$ cat config.mk
export PLATFORM = sky130hd
export DESIGN_NAME = line_follow_pid_steering_top
export DESIGN_NICKNAME = d
export VERILOG_FILES = /design/src/rtl/lfps_pkg.sv /design/src/rtl/lfps_div.sv /design/src/rtl/line_follow_pid_steering_top.sv
export VERILOG_INCLUDE_DIRS = /design/src /design/src/rtl
export SDC_FILE = /design/constraint.sdc
export NUM_CORES = 2
export LEC_CHECK = 0
export BUFFER_PORTS_ARGS = -buffer_cell sky130_fd_sc_hd__buf_2
export CAP_MARGIN = 0
export CELL_PAD_IN_SITES_DETAIL_PLACEMENT = 1
export CELL_PAD_IN_SITES_GLOBAL_PLACEMENT = 1
export CORE_ASPECT_RATIO = 1.25
export CORE_MARGIN = 2
export CORE_UTILIZATION = 51
export DETAILED_ROUTE_END_ITERATION = 6
export PLACE_DENSITY = 0.78
export SETUP_SLACK_MARGIN = 0.1
export SLEW_MARGIN = 40
export SYNTH_ARGS = -nofsm -noshare
export SYNTH_HDL_FRONTEND = slang
export SYNTH_SLANG_ARGS = --single-unit
$ cat constraint.sdc
create_clock -name clk -period 12.55 [get_ports clk]
set_clock_uncertainty 0.05 [all_clocks]
set_input_delay 1.255 -clock clk [delete_from_list [all_inputs] [get_ports clk]]
set_output_delay 1.255 -clock clk [all_outputs]
set_load 0.01 [all_outputs]
$ cat src/rtl/line_follow_pid_steering_top_defines.svh
// Assertion macros for the line-follow PID steering block.
// Included by the modules that carry concurrent assertions; no other dependencies.
`ifndef LINE_FOLLOW_PID_STEERING_TOP_DEFINES_SVH
`define LINE_FOLLOW_PID_STEERING_TOP_DEFINES_SVH

`ifndef SYNTHESIS

// Same-cycle implication, disabled while reset is high.
`define LFPS_ASSERT_IMPL(name, clk_s, rst_s, ante, cons, msg) \
  name: assert property (@(posedge clk_s) disable iff (rst_s) (ante) |-> (cons)) \
    else $error(msg);

// Next-cycle implication, disabled while reset is high.
`define LFPS_ASSERT_NEXT(name, clk_s, rst_s, ante, cons, msg) \
  name: assert property (@(posedge clk_s) disable iff (rst_s) (ante) |=> (cons)) \
    else $error(msg);

`else

`define LFPS_ASSERT_IMPL(name, clk_s, rst_s, ante, cons, msg)
`define LFPS_ASSERT_NEXT(name, clk_s, rst_s, ante, cons, msg)

`endif

`endif

$ cat src/rtl/lfps_pkg.sv
// Shared types and constants of the line-follow PID steering block.
// No dependencies; used by lfps_div and line_follow_pid_steering_top.
`timescale 1ns / 1ps

package lfps_pkg;

  // Configuration port.
  localparam int CFG_IDX_W  = 3;
  localparam int CFG_DATA_W = 16;

  typedef enum logic [CFG_IDX_W-1:0] {
    REG_GAIN_P     = 3'd0,
    REG_GAIN_I     = 3'd1,
    REG_GAIN_D     = 3'd2,
    REG_MAX_CORR   = 3'd3,
    REG_BASE_SPEED = 3'd4,
    REG_INTERVAL   = 3'd5
  } cfg_reg_t;

  // Datapath widths, Q16.16 values kept only as wide as their ranges need.
  localparam int ERR_W   = 18;  // error: 0 or +-1.2
  localparam int DIFF_W  = 19;  // error minus previous error
  localparam int INTEG_W = 23;  // integral, limited to +-50
  localparam int DERIV_W = 29;  // derivative
  localparam int GAIN_W  = 16;
  localparam int DIGIT_W = 4;
  localparam int VAL_W   = 41;  // widest operand after its last digit shift
  localparam int ACC_W   = 46;  // sum of the three products, Q24.24
  localparam int CORR_W  = 25;  // limited correction, Q16.16
  localparam int MAC_STEPS = 12;
  localparam int MAC_CNT_W = 4;

  // Serial divider.
  localparam int DIV_NUM_W = 34;
  localparam int DIV_DEN_W = 32;
  localparam int DIV_CNT_W = 6;

  localparam int DT_CAP_W = 17;

  localparam logic [DT_CAP_W-1:0]  ERR_MAG     = 17'd78643;
  localparam int                   INTEG_LIMIT = 3276800;
  localparam logic [DIV_DEN_W-1:0] FALLBACK_DT = 32'd20;
  localparam logic [DIV_DEN_W-1:0] MS_PER_S    = 32'd1000;

  typedef enum logic [2:0] {
    LS_INLINE    = 3'd0,
    LS_CROSS     = 3'd1,
    LS_TILT_L    = 3'd2,
    LS_TILT_R    = 3'd3,
    LS_REAR_STOP = 3'd4
  } line_state_t;

  typedef enum logic [3:0] {
    ST_IDLE,
    ST_CHECK,
    ST_LOAD_I,
    ST_DIV_I,
    ST_LOAD_D,
    ST_DIV_D,
    ST_MAC,
    ST_FINISH,
    ST_DONE
  } st_t;

  typedef struct packed {
    logic busy;
    logic done;
  } div_stat_t;

endpackage

$ cat src/rtl/lfps_div.sv
// Bit-serial restoring divider for unsigned operands, one quotient bit per cycle.
// Depends on lfps_pkg for its widths and status struct.
`timescale 1ns / 1ps

module lfps_div import lfps_pkg::*; (
  input  logic                 clk,
  input  logic                 rst,
  input  logic                 start,
  input  logic [DIV_NUM_W-1:0] num,
  input  logic [DIV_DEN_W-1:0] den,
  output logic [DIV_NUM_W-1:0] quot,
  output div_stat_t            stat
);

  logic [DIV_NUM_W-1:0] q_sh;
  logic [DIV_DEN_W-1:0] den_r;
  logic [DIV_DEN_W-1:0] rem;
  logic [DIV_CNT_W-1:0] cnt;
  logic                 busy;
  logic                 done;

  logic [DIV_DEN_W:0]   trial;
  logic [DIV_DEN_W:0]   trial_sub;
  logic                 fits;

  // The numerator shifts out of the top of q_sh while quotient bits enter below.
  assign trial     = {rem, q_sh[DIV_NUM_W-1]};
  assign trial_sub = trial - {1'b0, den_r};
  assign fits      = (trial >= {1'b0, den_r});

  always_ff @(posedge clk) begin
    if (rst) begin
      busy <= 1'b0;
      done <= 1'b0;
      cnt  <= '0;
    end else if (start) begin
      busy  <= 1'b1;
      done  <= 1'b0;
      cnt   <= '0;
      q_sh  <= num;
      den_r <= den;
      rem   <= '0;
    end else if (busy) begin
      q_sh <= {q_sh[DIV_NUM_W-2:0], fits};
      rem  <= fits ? trial_sub[DIV_DEN_W-1:0] : trial[DIV_DEN_W-1:0];
      cnt  <= cnt + 1'b1;
      if (cnt == DIV_CNT_W'(DIV_NUM_W - 1)) begin
        busy <= 1'b0;
        done <= 1'b1;
      end
    end else begin
      done <= 1'b0;
    end
  end

  assign quot      = q_sh;
  assign stat.busy = busy;
  assign stat.done = done;

endmodule

$ cat src/rtl/line_follow_pid_steering_top.sv
// Line-follow PID steering: one tick in, zero or one speed command out.
// A PID update runs two 34-step bit-serial divisions before its result is registered, and the
// next tick is taken once that result has been registered.
// Skipped ticks (too early, inline, after halt) give no command; rear stop gives a halt.
// Synchronous active-high reset restores the register defaults and clears the PID state.
// Depends on lfps_pkg, lfps_div and line_follow_pid_steering_top_defines.svh.
`timescale 1ns / 1ps

`include "line_follow_pid_steering_top_defines.svh"

module line_follow_pid_steering_top import lfps_pkg::*; (
  input  logic                  clk,
  input  logic                  rst,
  // configuration
  input  logic                  cfg_we,
  input  logic [CFG_IDX_W-1:0]  cfg_idx,
  input  logic [CFG_DATA_W-1:0] cfg_wdata,
  // ticks
  input  logic                  in_valid,
  output logic                  in_ready,
  input  logic [31:0]           now_ms,
  input  logic                  sens_rl,
  input  logic                  sens_fl,
  input  logic                  sens_fr,
  input  logic                  sens_rr,
  // speed commands
  output logic                  out_valid,
  input  logic                  out_ready,
  output logic [7:0]            speed_l,
  output logic [7:0]            speed_r,
  output logic signed [8:0]     correction,
  output logic [2:0]            line_state,
  output logic                  halted
);

  localparam int ISUM_W = 26;
  localparam int SPD_W  = 26;
  localparam logic signed [ISUM_W-1:0]  ISUM_HI  = ISUM_W'(INTEG_LIMIT);
  localparam logic signed [INTEG_W-1:0] INTEG_HI = INTEG_W'(INTEG_LIMIT);
  localparam logic [DT_CAP_W-1:0]       DT_CAP   = '1;

  // Configuration registers.
  logic [GAIN_W-1:0] gain_p;
  logic [GAIN_W-1:0] gain_i;
  logic [GAIN_W-1:0] gain_d;
  logic [7:0]        max_correction;
  logic [7:0]        base_speed;
  logic [9:0]        update_interval_ms;

  // Controller state.
  st_t                       state;
  st_t                       state_next;
  line_state_t               line_class;
  logic [31:0]               last_upd_ms;
  logic signed [ERR_W-1:0]   previous_error;
  logic signed [INTEG_W-1:0] integral_sum;
  logic                      stop_latch;

  // Working registers of one update.
  logic [31:0]               now_r;
  logic                      rl_r;
  logic                      fl_r;
  logic                      fr_r;
  logic                      rr_r;
  logic [DIV_DEN_W-1:0]      dt_r;
  logic signed [ERR_W-1:0]   err_r;
  logic signed [INTEG_W-1:0] integ_r;
  logic signed [DERIV_W-1:0] deriv_r;
  logic                      res_halt;
  logic signed [ACC_W-1:0]   acc;
  logic [GAIN_W-1:0]         gain_sh;
  logic signed [VAL_W-1:0]   val_sh;
  logic [MAC_CNT_W-1:0]      mac_cnt;
  logic signed [CORR_W-1:0]  corr_r;

  // Divider interface.
  logic                 div_start;
  logic [DIV_NUM_W-1:0] div_num;
  logic [DIV_DEN_W-1:0] div_den;
  logic [DIV_NUM_W-1:0] div_quot;
  div_stat_t            div_stat;

  // Combinational helpers.
  logic [31:0]               elapsed;
  logic                      too_early;
  line_state_t               cls;
  logic signed [ERR_W-1:0]   cls_err;
  logic [DT_CAP_W-1:0]       dt_cap;
  logic [DIV_NUM_W-1:0]      num_i;
  logic signed [DIFF_W-1:0]  err_diff;
  logic [ERR_W-1:0]          diff_mag;
  logic [DIV_NUM_W-1:0]      num_d;
  logic signed [ISUM_W-1:0]  int_term;
  logic signed [ISUM_W-1:0]  int_sum;
  logic signed [INTEG_W-1:0] int_clamped;
  logic signed [DERIV_W-1:0] deriv_val;
  logic signed [ACC_W-1:0]   mac_prod;
  logic signed [ACC_W-1:0]   rnd;
  logic signed [ACC_W-1:0]   sum_adj;
  logic signed [ACC_W-1:0]   sum_q;
  logic signed [ACC_W-1:0]   lim_x;
  logic signed [CORR_W-1:0]  corr_val;
  logic signed [SPD_W-1:0]   base_x;
  logic signed [SPD_W-1:0]   corr_x;
  logic signed [SPD_W-1:0]   left_raw;
  logic signed [SPD_W-1:0]   right_raw;
  logic [7:0]                left_sat;
  logic [7:0]                right_sat;
  logic [CORR_W-1:0]         corr_mag;
  logic [8:0]                corr_int;
  logic                      out_free;

  // ---------------------------------------------------------------------------
  // Configuration writes
  // ---------------------------------------------------------------------------
  always_ff @(posedge clk) begin
    if (rst) begin
      gain_p             <= 16'd256;
      gain_i             <= '0;
      gain_d             <= '0;
      max_correction     <= 8'd100;
      base_speed         <= 8'd150;
      update_interval_ms <= 10'd20;
    end else if (cfg_we) begin
      case (cfg_idx)
        REG_GAIN_P:     gain_p             <= cfg_wdata;
        REG_GAIN_I:     gain_i             <= cfg_wdata;
        REG_GAIN_D:     gain_d             <= cfg_wdata;
        REG_MAX_CORR:   max_correction     <= cfg_wdata[7:0];
        REG_BASE_SPEED: base_speed         <= cfg_wdata[7:0];
        REG_INTERVAL:   update_interval_ms <= cfg_wdata[9:0];
        default: ;
      endcase
    end
  end

  // ---------------------------------------------------------------------------
  // Classification and divider operands
  // ---------------------------------------------------------------------------
  assign elapsed   = now_r - last_upd_ms;
  assign too_early = (elapsed < {22'd0, update_interval_ms});

  always_comb begin
    if (fl_r && fr_r) begin
      cls = LS_CROSS;
    end else if (fl_r) begin
      cls = LS_TILT_L;
    end else if (fr_r) begin
      cls = LS_TILT_R;
    end else begin
      cls = LS_INLINE;
    end
  end

  always_comb begin
    case (cls)
      LS_TILT_L: cls_err = -$signed({1'b0, ERR_MAG});
      LS_TILT_R: cls_err = $signed({1'b0, ERR_MAG});
      default:   cls_err = '0;
    endcase
  end

  // Any dt past the cap drives the integral into its limit anyway.
  assign dt_cap = (dt_r > DIV_DEN_W'(DT_CAP)) ? DT_CAP : dt_r[DT_CAP_W-1:0];
  assign num_i  = (err_r == '0) ? '0 : DIV_NUM_W'(ERR_MAG) * DIV_NUM_W'(dt_cap);

  assign err_diff = {err_r[ERR_W-1], err_r} - {previous_error[ERR_W-1], previous_error};
  always_comb begin
    if (err_diff[DIFF_W-1]) begin
      diff_mag = ERR_W'(-err_diff);
    end else begin
      diff_mag = err_diff[ERR_W-1:0];
    end
  end
  assign num_d = DIV_NUM_W'(diff_mag) * DIV_NUM_W'(MS_PER_S);

  // Integral: quotient magnitude stays below 2^24 because dt is capped.
  always_comb begin
    if (err_r[ERR_W-1]) begin
      int_term = -$signed({2'b00, div_quot[23:0]});
    end else begin
      int_term = $signed({2'b00, div_quot[23:0]});
    end
    int_sum = {{(ISUM_W-INTEG_W){integral_sum[INTEG_W-1]}}, integral_sum} + int_term;
    if (int_sum > ISUM_HI) begin
      int_clamped = INTEG_HI;
    end else if (int_sum < -ISUM_HI) begin
      int_clamped = -INTEG_HI;
    end else begin
      int_clamped = int_sum[INTEG_W-1:0];
    end
  end

  always_comb begin
    if (err_diff[DIFF_W-1]) begin
      deriv_val = -$signed({1'b0, div_quot[DERIV_W-2:0]});
    end else begin
      deriv_val = $signed({1'b0, div_quot[DERIV_W-2:0]});
    end
  end

  lfps_div u_div (
    .clk   (clk),
    .rst   (rst),
    .start (div_start),
    .num   (div_num),
    .den   (div_den),
    .quot  (div_quot),
    .stat  (div_stat)
  );

  // ---------------------------------------------------------------------------
  // Digit-serial multiply-accumulate: one 4-bit gain digit per cycle
  // ---------------------------------------------------------------------------
  assign mac_prod = $signed({1'b0, gain_sh[DIGIT_W-1:0]}) * val_sh;

  // Q24.24 to Q16.16 with truncation toward zero, then the correction limit.
  assign rnd     = {{(ACC_W-8){1'b0}}, {8{acc[ACC_W-1]}}};
  assign sum_adj = acc + rnd;
  assign sum_q   = sum_adj >>> 8;
  assign lim_x   = $signed({{(ACC_W-24){1'b0}}, max_correction, 16'h0000});

  always_comb begin
    if (sum_q > lim_x) begin
      corr_val = lim_x[CORR_W-1:0];
    end else if (sum_q < -lim_x) begin
      corr_val = CORR_W'(-lim_x);
    end else begin
      corr_val = sum_q[CORR_W-1:0];
    end
  end

  // ---------------------------------------------------------------------------
  // Wheel speeds and integer correction
  // ---------------------------------------------------------------------------
  assign base_x    = $signed({2'b00, base_speed, 16'h0000});
  assign corr_x    = {{(SPD_W-CORR_W){corr_r[CORR_W-1]}}, corr_r};
  assign left_raw  = base_x - corr_x;
  assign right_raw = base_x + corr_x;

  always_comb begin
    if (left_raw[SPD_W-1]) begin
      left_sat = '0;
    end else if (left_raw[24]) begin
      left_sat = 8'hFF;
    end else begin
      left_sat = left_raw[23:16];
    end
    if (right_raw[SPD_W-1]) begin
      right_sat = '0;
    end else if (right_raw[24]) begin
      right_sat = 8'hFF;
    end else begin
      right_sat = right_raw[23:16];
    end
  end

  always_comb begin
    if (corr_r[CORR_W-1]) begin
      corr_mag = CORR_W'(-corr_r);
      corr_int = 9'(-$signed({1'b0, corr_mag[23:16]}));
    end else begin
      corr_mag = corr_r;
      corr_int = {1'b0, corr_mag[23:16]};
    end
  end

  assign out_free = !out_valid || out_ready;

  // ---------------------------------------------------------------------------
  // Sequencer
  // ---------------------------------------------------------------------------
  always_comb begin
    state_next = state;
    case (state)
      ST_IDLE: begin
        if (in_valid) begin
          state_next = ST_CHECK;
        end
      end
      ST_CHECK: begin
        if (stop_latch || too_early) begin
          state_next = ST_IDLE;
        end else if (rl_r || rr_r) begin
          state_next = ST_DONE;
        end else if (cls == LS_INLINE) begin
          state_next = ST_IDLE;
        end else begin
          state_next = ST_LOAD_I;
        end
      end
      ST_LOAD_I: state_next = ST_DIV_I;
      ST_DIV_I: begin
        if (div_stat.done) begin
          state_next = ST_LOAD_D;
        end
      end
      ST_LOAD_D: state_next = ST_DIV_D;
      ST_DIV_D: begin
        if (div_stat.done) begin
          state_next = ST_MAC;
        end
      end
      ST_MAC: begin
        if (mac_cnt == MAC_CNT_W'(MAC_STEPS - 1)) begin
          state_next = ST_FINISH;
        end
      end
      ST_FINISH: state_next = ST_DONE;
      ST_DONE: begin
        if (out_free) begin
          state_next = ST_IDLE;
        end
      end
      default: state_next = ST_IDLE;
    endcase
  end

  always_comb begin
    in_ready  = 1'b0;
    div_start = 1'b0;
    div_num   = num_i;
    div_den   = MS_PER_S;
    case (state)
      ST_IDLE: in_ready = 1'b1;
      ST_LOAD_I: div_start = 1'b1;
      ST_LOAD_D: begin
        div_start = 1'b1;
        div_num   = num_d;
        div_den   = dt_r;
      end
      default: ;
    endcase
  end

  always_ff @(posedge clk) begin
    if (rst) begin
      state <= ST_IDLE;
    end else begin
      state <= state_next;
    end
  end

  // Controller state and working registers.
  always_ff @(posedge clk) begin
    if (rst) begin
      line_class     <= LS_INLINE;
      last_upd_ms    <= '0;
      previous_error <= '0;
      integral_sum   <= '0;
      stop_latch     <= 1'b0;
    end else begin
      case (state)
        ST_IDLE: begin
          if (in_valid) begin
            now_r <= now_ms;
            rl_r  <= sens_rl;
            fl_r  <= sens_fl;
            fr_r  <= sens_fr;
            rr_r  <= sens_rr;
          end
        end
        ST_CHECK: begin
          if (!stop_latch && !too_early) begin
            if (rl_r || rr_r) begin
              line_class <= LS_REAR_STOP;
              stop_latch <= 1'b1;
              res_halt   <= 1'b1;
            end else begin
              line_class <= cls;
              res_halt   <= 1'b0;
              err_r      <= cls_err;
              dt_r       <= (elapsed == '0) ? FALLBACK_DT : elapsed;
            end
          end
        end
        ST_DIV_I: begin
          if (div_stat.done) begin
            integ_r <= int_clamped;
          end
        end
        ST_DIV_D: begin
          if (div_stat.done) begin
            deriv_r <= deriv_val;
            acc     <= '0;
            mac_cnt <= '0;
            gain_sh <= gain_p;
            val_sh  <= {{(VAL_W-ERR_W){err_r[ERR_W-1]}}, err_r};
          end
        end
        ST_MAC: begin
          acc     <= acc + mac_prod;
          mac_cnt <= mac_cnt + 1'b1;
          if (mac_cnt[1:0] == 2'd3) begin
            // Next product term: integral after proportional, derivative after that.
            if (mac_cnt[3:2] == 2'd0) begin
              gain_sh <= gain_i;
              val_sh  <= {{(VAL_W-INTEG_W){integ_r[INTEG_W-1]}}, integ_r};
            end else begin
              gain_sh <= gain_d;
              val_sh  <= {{(VAL_W-DERIV_W){deriv_r[DERIV_W-1]}}, deriv_r};
            end
          end else begin
            gain_sh <= gain_sh >> DIGIT_W;
            val_sh  <= val_sh <<< DIGIT_W;
          end
        end
        ST_FINISH: begin
          corr_r         <= corr_val;
          integral_sum   <= integ_r;
          previous_error <= err_r;
          last_upd_ms    <= now_r;
        end
        default: ;
      endcase
    end
  end

  // Output register: holds a finished result while the next tick is worked on.
  always_ff @(posedge clk) begin
    if (rst) begin
      out_valid <= 1'b0;
    end else if (state == ST_DONE && out_free) begin
      out_valid <= 1'b1;
      if (res_halt) begin
        speed_l    <= '0;
        speed_r    <= '0;
        correction <= '0;
        halted     <= 1'b1;
      end else begin
        speed_l    <= left_sat;
        speed_r    <= right_sat;
        correction <= $signed(corr_int);
        halted     <= 1'b0;
      end
      line_state <= line_class;
    end else if (out_ready) begin
      out_valid <= 1'b0;
    end
  end

  // ---------------------------------------------------------------------------
  // Assertions
  // ---------------------------------------------------------------------------
  `LFPS_ASSERT_IMPL(a_halt_payload, clk, rst, out_valid && halted, speed_l == 8'd0 && speed_r == 8'd0 && line_state == LS_REAR_STOP, "halt result carries nonzero speed or wrong class")
  `LFPS_ASSERT_NEXT(a_latch_sticks, clk, rst, stop_latch, stop_latch, "stop latch cleared without reset")
  `LFPS_ASSERT_IMPL(a_corr_limit, clk, rst, out_valid && !halted, correction <= $signed({1'b0, max_correction}) && correction >= -$signed({1'b0, max_correction}), "correction exceeds its limit")
  `LFPS_ASSERT_IMPL(a_integ_limit, clk, rst, 1'b1, integral_sum <= INTEG_HI && integral_sum >= -INTEG_HI, "integral outside its clamp")
  `LFPS_ASSERT_IMPL(a_div_owner, clk, rst, div_stat.busy || div_stat.done, state == ST_DIV_I || state == ST_DIV_D, "divider active outside a divide step")

endmodule
* Word-level counts from Yosys, hierarchy flattened *
Index checks and enable logic that the tools add are counted.

word-level totals
  memories kept = 0
  bits in registers = 562
  bits of input ports = 60
  memory bits (writable) = 0
  latch bits = 0
  bits in read-only memories = 0
  word-level logic and storage cells = 191

cells by class
  bitwise logic cells = 4
  equality and inequality tests = 23
  order comparisons = 7
  $mul = 3
  reductions and logical operators = 44
  muxes and demuxes = 51
  divide/modulo/power cells = 0
  $add $sub $neg = 16
  shift-type cells = 0

operator list
  kind                      count
  $mux W34                  4
  $mux W41                  3
  $pmux W46 S2              1
  $pmux W41 S2              1
  $mux W32                  2
  $sub A32 B32 Y32          2
  $mux W16                  3
  $add A46 B46 Y46          1
  $add A46 B9 Y46           1
  $lt A38 B46 Y1            1
  $mul A5 B41 Y46           1
  $mux W46                  1
  $neg A24 Y46              1
  $gt A38 B25 Y1            1
  $pmux W18 S2              1
  $pmux W4 S9               1
  $mul A17 B17 Y34 const A  1
  $ge A33 B32 Y1            1
  $gt A32 B17 Y1 const B    1
  $logic_not A32 Y1         1
  $lt A32 B10 Y1            1
  $mux W4                   8
  $pmux W16 S2              1
  $neg A28 Y29              1
  other kinds (51)          108

* Logic depth before layout (Yosys ltp) *
  word-level depth = 8
  mapped depth = 32
  depth with buffers taken out = 32

* Hierarchy *
Synthesis repeated with hierarchy kept, for this count alone.

second synthesis, totals
  cells, all modules = 4642
  area, all modules = 44006.0 µm²

modules (own cells, without submodules)
  module                        sequential area each (µm²)  area each (µm²)  cells an instance  times used
  line_follow_pid_steering_top  11380.9                     37791.2          4091               1
  lfps_div                      3103.0                      6214.7           551                1

* Worst setup path before layout *
OpenSTA, ideal clock, no wires.

  kind = input to register
  start point = input rst
  end point = register acc[0], enable pin
  library setup time = 704 ps
  buffers on the path = 2
  cell stages on the path = 3
  path slack = 2942 ps
  arrival time = 8854 ps
  path through = clkbuf_1 > clkbuf_1 > nor3_1

between the ends
  longest elaborated chain between the ends = 2

RTL lines
  what                         RTL line                             source
  from (decl)                  line_follow_pid_steering_top.sv:13   input logic rst,
  $not A1 Y1 (no line)         -
  $reduce_and A3 Y1 (no line)  -
  to (signal assigned)         line_follow_pid_steering_top.sv:392  acc <= acc + mac_prod;
  to (decl)                    line_follow_pid_steering_top.sv:70   logic signed [ACC_W-1:0] acc;

No other way between the ends.
A chain may end at the register's enable or synchronous reset.

* Worst setup path after layout *
  start point = register err_r[0]
  end point = register u_div.q_sh[27] (netlist: u_div.quot[27]), data pin

between the ends
  longest elaborated chain between the ends = 6

RTL lines
  what                    RTL line                             source
  from (decl)             line_follow_pid_steering_top.sv:66   logic signed [ERR_W-1:0] err_r;
  from (signal assigned)  line_follow_pid_steering_top.sv:372  err_r <= cls_err;
  $sub A18 B18 Y19        line_follow_pid_steering_top.sv:167  assign err_diff = {err_r[ERR_W-1], err_r} - {previous_error[ERR_W-1], previous_error};
  $neg A18 Y18            line_follow_pid_steering_top.sv:170  diff_mag = ERR_W'(-err_diff);
  $mux W18                line_follow_pid_steering_top.sv:169  if (err_diff[DIFF_W-1]) begin
  $mul A18 B7 Y25         line_follow_pid_steering_top.sv:175  assign num_d = DIV_NUM_W'(diff_mag) * DIV_NUM_W'(MS_PER_S);
  $mux W34 (*)            line_follow_pid_steering_top.sv:324  case (state)
  $mux W34 (*)            lfps_div.sv:36                       end else if (start) begin
  to (signal assigned)    lfps_div.sv:40                       q_sh <= num;
  to (signal assigned)    lfps_div.sv:44                       q_sh <= {q_sh[DIV_NUM_W-2:0], fits};
  to (decl)               lfps_div.sv:15                       logic [DIV_NUM_W-1:0] q_sh;

Every way passes the cells marked *; elsewhere a longest branch is shown, timed or not.

==> qor.txt <==
Layout cells sized above 1: 6.70%
Worst hold path class: register to register
Post-synth EDFFs: 383
Synth Instances: 4,659
Post-synth top cells: nand2_1 (550), inv_1 (433), ha_1 (432), edfxtp_1 (383), a21oi_1 (377)
Grt total ovfl: 0
CP required: 12.86 ns
Fin crit share: 65.8%
Final WS setup: 4.29 ns
Top post-synthesis cells by area: edfxtp_1 (27%), ha_1 (12%), fa_1 (12%), dfxtp_1 (6.9%), nand2_1 (4.8%)
CTS root buf: clkbuf_16
Avg Inst Size Synth: 9.31 µm²
DR pass1 iterations: 5
Min-delay src: line_class[0]
Post-synth ARST share: 0%
NetSw: 0.00125 W
DRC errors left: 0
Slew Limit Fails: 0
Sequential area share after synthesis: 33.4%
Vias: 33.8k
Final nets: 5,425
Synth unique cells: 78
Initial Util: 51.5%
Critical Path AT: 8.57 ns
H-tree depth: 2
Critical path class: register to register
Final instance count without filler cells: 5,819
Internal: 0.00329 W
TritonCTS clock tree: yes
Comb power frac: 15.5%
Worst vdd ir: 125 µV
Worst-Skew Late Latency: 0.69 ns
Routed len/inst: 21.1 µm
ANT nets after route: 0
Switch share: 27.5%
Cells on worst reg2reg path: 30
CP Launch Type: register
First-pass GRT wire length: 197 mm
Max Fanout on Critical Path: 32
Sequential Power Share: 42.9%
Clk buf depth: 3
Post-CTS sizing: 0
Core Rows: 119
Hold Path End: line_state[0]
# IOs: 91
Final hold vios: 0
Dpl cell area: 45,000 µm²
Post-synth top flop: edfxtp_1
Seq. cell area: 14,500 µm²
CTS clk-pin slew, worst paths: 0.06 ns
Vias/cell: 5.80
Largest area contributor in the synthesized netlist: edfxtp_1
Cell Count Post-Placement: 5,703
Hold buffer count at cts: 0
Result of the run: complete, no violations
Hold path cells: 0
Port Buffers: 90
Vias in the first global route: 36.7k
GRT Resource Usage Total: 28.3%
CTS Sinks: 532
DP Wirelength: 95.0 mm
Yosys top cell area share: 26.5%
Full die area: 87,400 µm²
Gpl congestion: 0.929
#FFs+latches synth: 532
# fillers: 9,624
Power per cell area: 96.1 nW/µm²
Pin count of the biggest net entering global routing: 80
Syn Std Cell Area: 43,400 µm²
Fmax: 121 MHz
Max cap viols: 0
Most numerous cell on the critical path: inv_1
Final min period: 8.26 ns
Reg2reg setup slack: 4.29 ns
Die width: 265 µm
Syn nets: 5,405
DR iter-0 viols: 1,677
Core Box Area: 84,300 µm²
RR Startpoint: err_r[0]
RSZ-0062 raised after global routing: no
Final Cell Area: 47,200 µm²
Leakage: 19.6 nW
FF-to-FF End: u_div.quot[27]
Die H: 330 µm
Count leader, synth: nand2_1
Worst setup EP type: register
Area occupied by multi-input gates: 26,700 µm²
Final setup viols: 0
Clk pwr share: 41.6%
Relative slew slack: 41.2%
Total CTS buffers: 60
Slowest cell on the critical path: fa_1
CP peak stage delay: 0.58 ns
Total setup buffers inserted after CTS: 0
Syn. warnings: 0
Tightest Pin Transition: 0.871 ns
Layout area overhead: 8.76%
Setup TNS: 0 ns
Fin util: 56.0%
Pre-CTS WS: 3.84 ns
Initial antenna violation count: 3
Final WL: 123 mm
-- area by class of cell --
cell class | instances | share of cell area (%)
Multi-Input combinational cell | 3515 | 56.7
Sequential cell | 532 | 30.7
Clock buffer | 83 | 3.71
Inverter | 433 | 3.44
Tap cell | 1089 | 2.89
Timing Repair Buffer | 137 | 1.83
Clock inverter | 29 | 0.764
Antenna cell | 1 | 0.00530
-- metrics by stage --
step / hold slack [ns] / power [W]
floorplan: 0.358 / 0.00248
global placement: 0.366 / 0.00266
detailed placement: 0.370 / 0.00268
CTS: 0.392 / 0.00457
global route: 0.405 / 0.00471
finish: 0.398 / 0.00454
-- power by group through the flow --
stage / Clock, W / Sequential (W) / Combinational [W]
after floorplan: 0 / 0.00197 / 0.000508
after global placement: 0 / 0.00198 / 0.000675
after detailed placement: 0 / 0.00198 / 0.000700
after CTS: 0.00192 / 0.00195 / 0.000707
after global routing: 0.00198 / 0.00195 / 0.000786
final: 0.00189 / 0.00195 / 0.000702
-- cells in the final DEF, fill, tap and decap left out, types with 79 or more instances in the layout --
cell type,count
xor2_1,97
nand2_1,549
inv_1,433
a21oi_1,375
and2_1,179
ha_1,431
nand3_1,81
a21o_1,79
dfxtp_1,149
xnor2_1,205
nor2_1,330
o21ai_0,207
fa_1,254
edfxtp_1,383
buf_2,89
-- layer usage --
metal / up-vias / track usage [%] / share of wire [%]
met5: - / 0 / 0
met1: 17000 / 32.8 / 40
met3: 215 / 2.86 / 3.0
met4: 0 / 11.5 / 4.5
met2: 499 / 53.3 / 52
li1: 16000 / - / -
-- cells by family after synthesis --
group           Yosys count  share of synthesized area [%]
simple gates           1542                           16.9
compound gates          950                           13.3
fa+ha+maj               686                           24.2
buf+inv                 612                           5.32
flops                   532                           33.4
xor+xnor                305                           6.17
mux                      32                          0.750
-- registers in the layout, summed over array words and instances (netlist names), 9 cells and up --
signal and count:
val_sh 41, gain_d 16, gain_p 16, correction 9, deriv_r 29, acc 46
u_div.rem 32, now_r 32, gain_sh 16, u_div.quot 34, last_upd_ms 32, dt_r 32
u_div.den_r 32, integ_r 23, integral_sum 23, corr_r 25, update_interval_ms 10, gain_i 16
-- worst max-delay path, delay by kind of cell, from the launching register on --
kind	cells	cell delay [ns]
AOI/OAI and AO/OA	9	2.31
adders and majority gates	7	3.00
buffers and inverters	7	0.96
DFF	1	0.40
and+or+nand+nor	7	1.20
-- how the worst max path moves through the flow --
stage / startpoint / endpoint / cells after the start / slack [ns]
finish: err_r[0] / u_div.quot[27] / 30 / 4.29
global route: err_r[0] / u_div.quot[27] / 30 / 3.62
CTS: dt_r[28] / u_div.quot[32] / 25 / 3.70
detailed placement: dt_r[28] / u_div.quot[32] / 25 / 3.84
global placement: dt_r[28] / u_div.quot[32] / 25 / 4.16
floorplan: rst / acc[0] / 3 / 2.94
No activity file was read; power rests on OpenSTA's default activity.
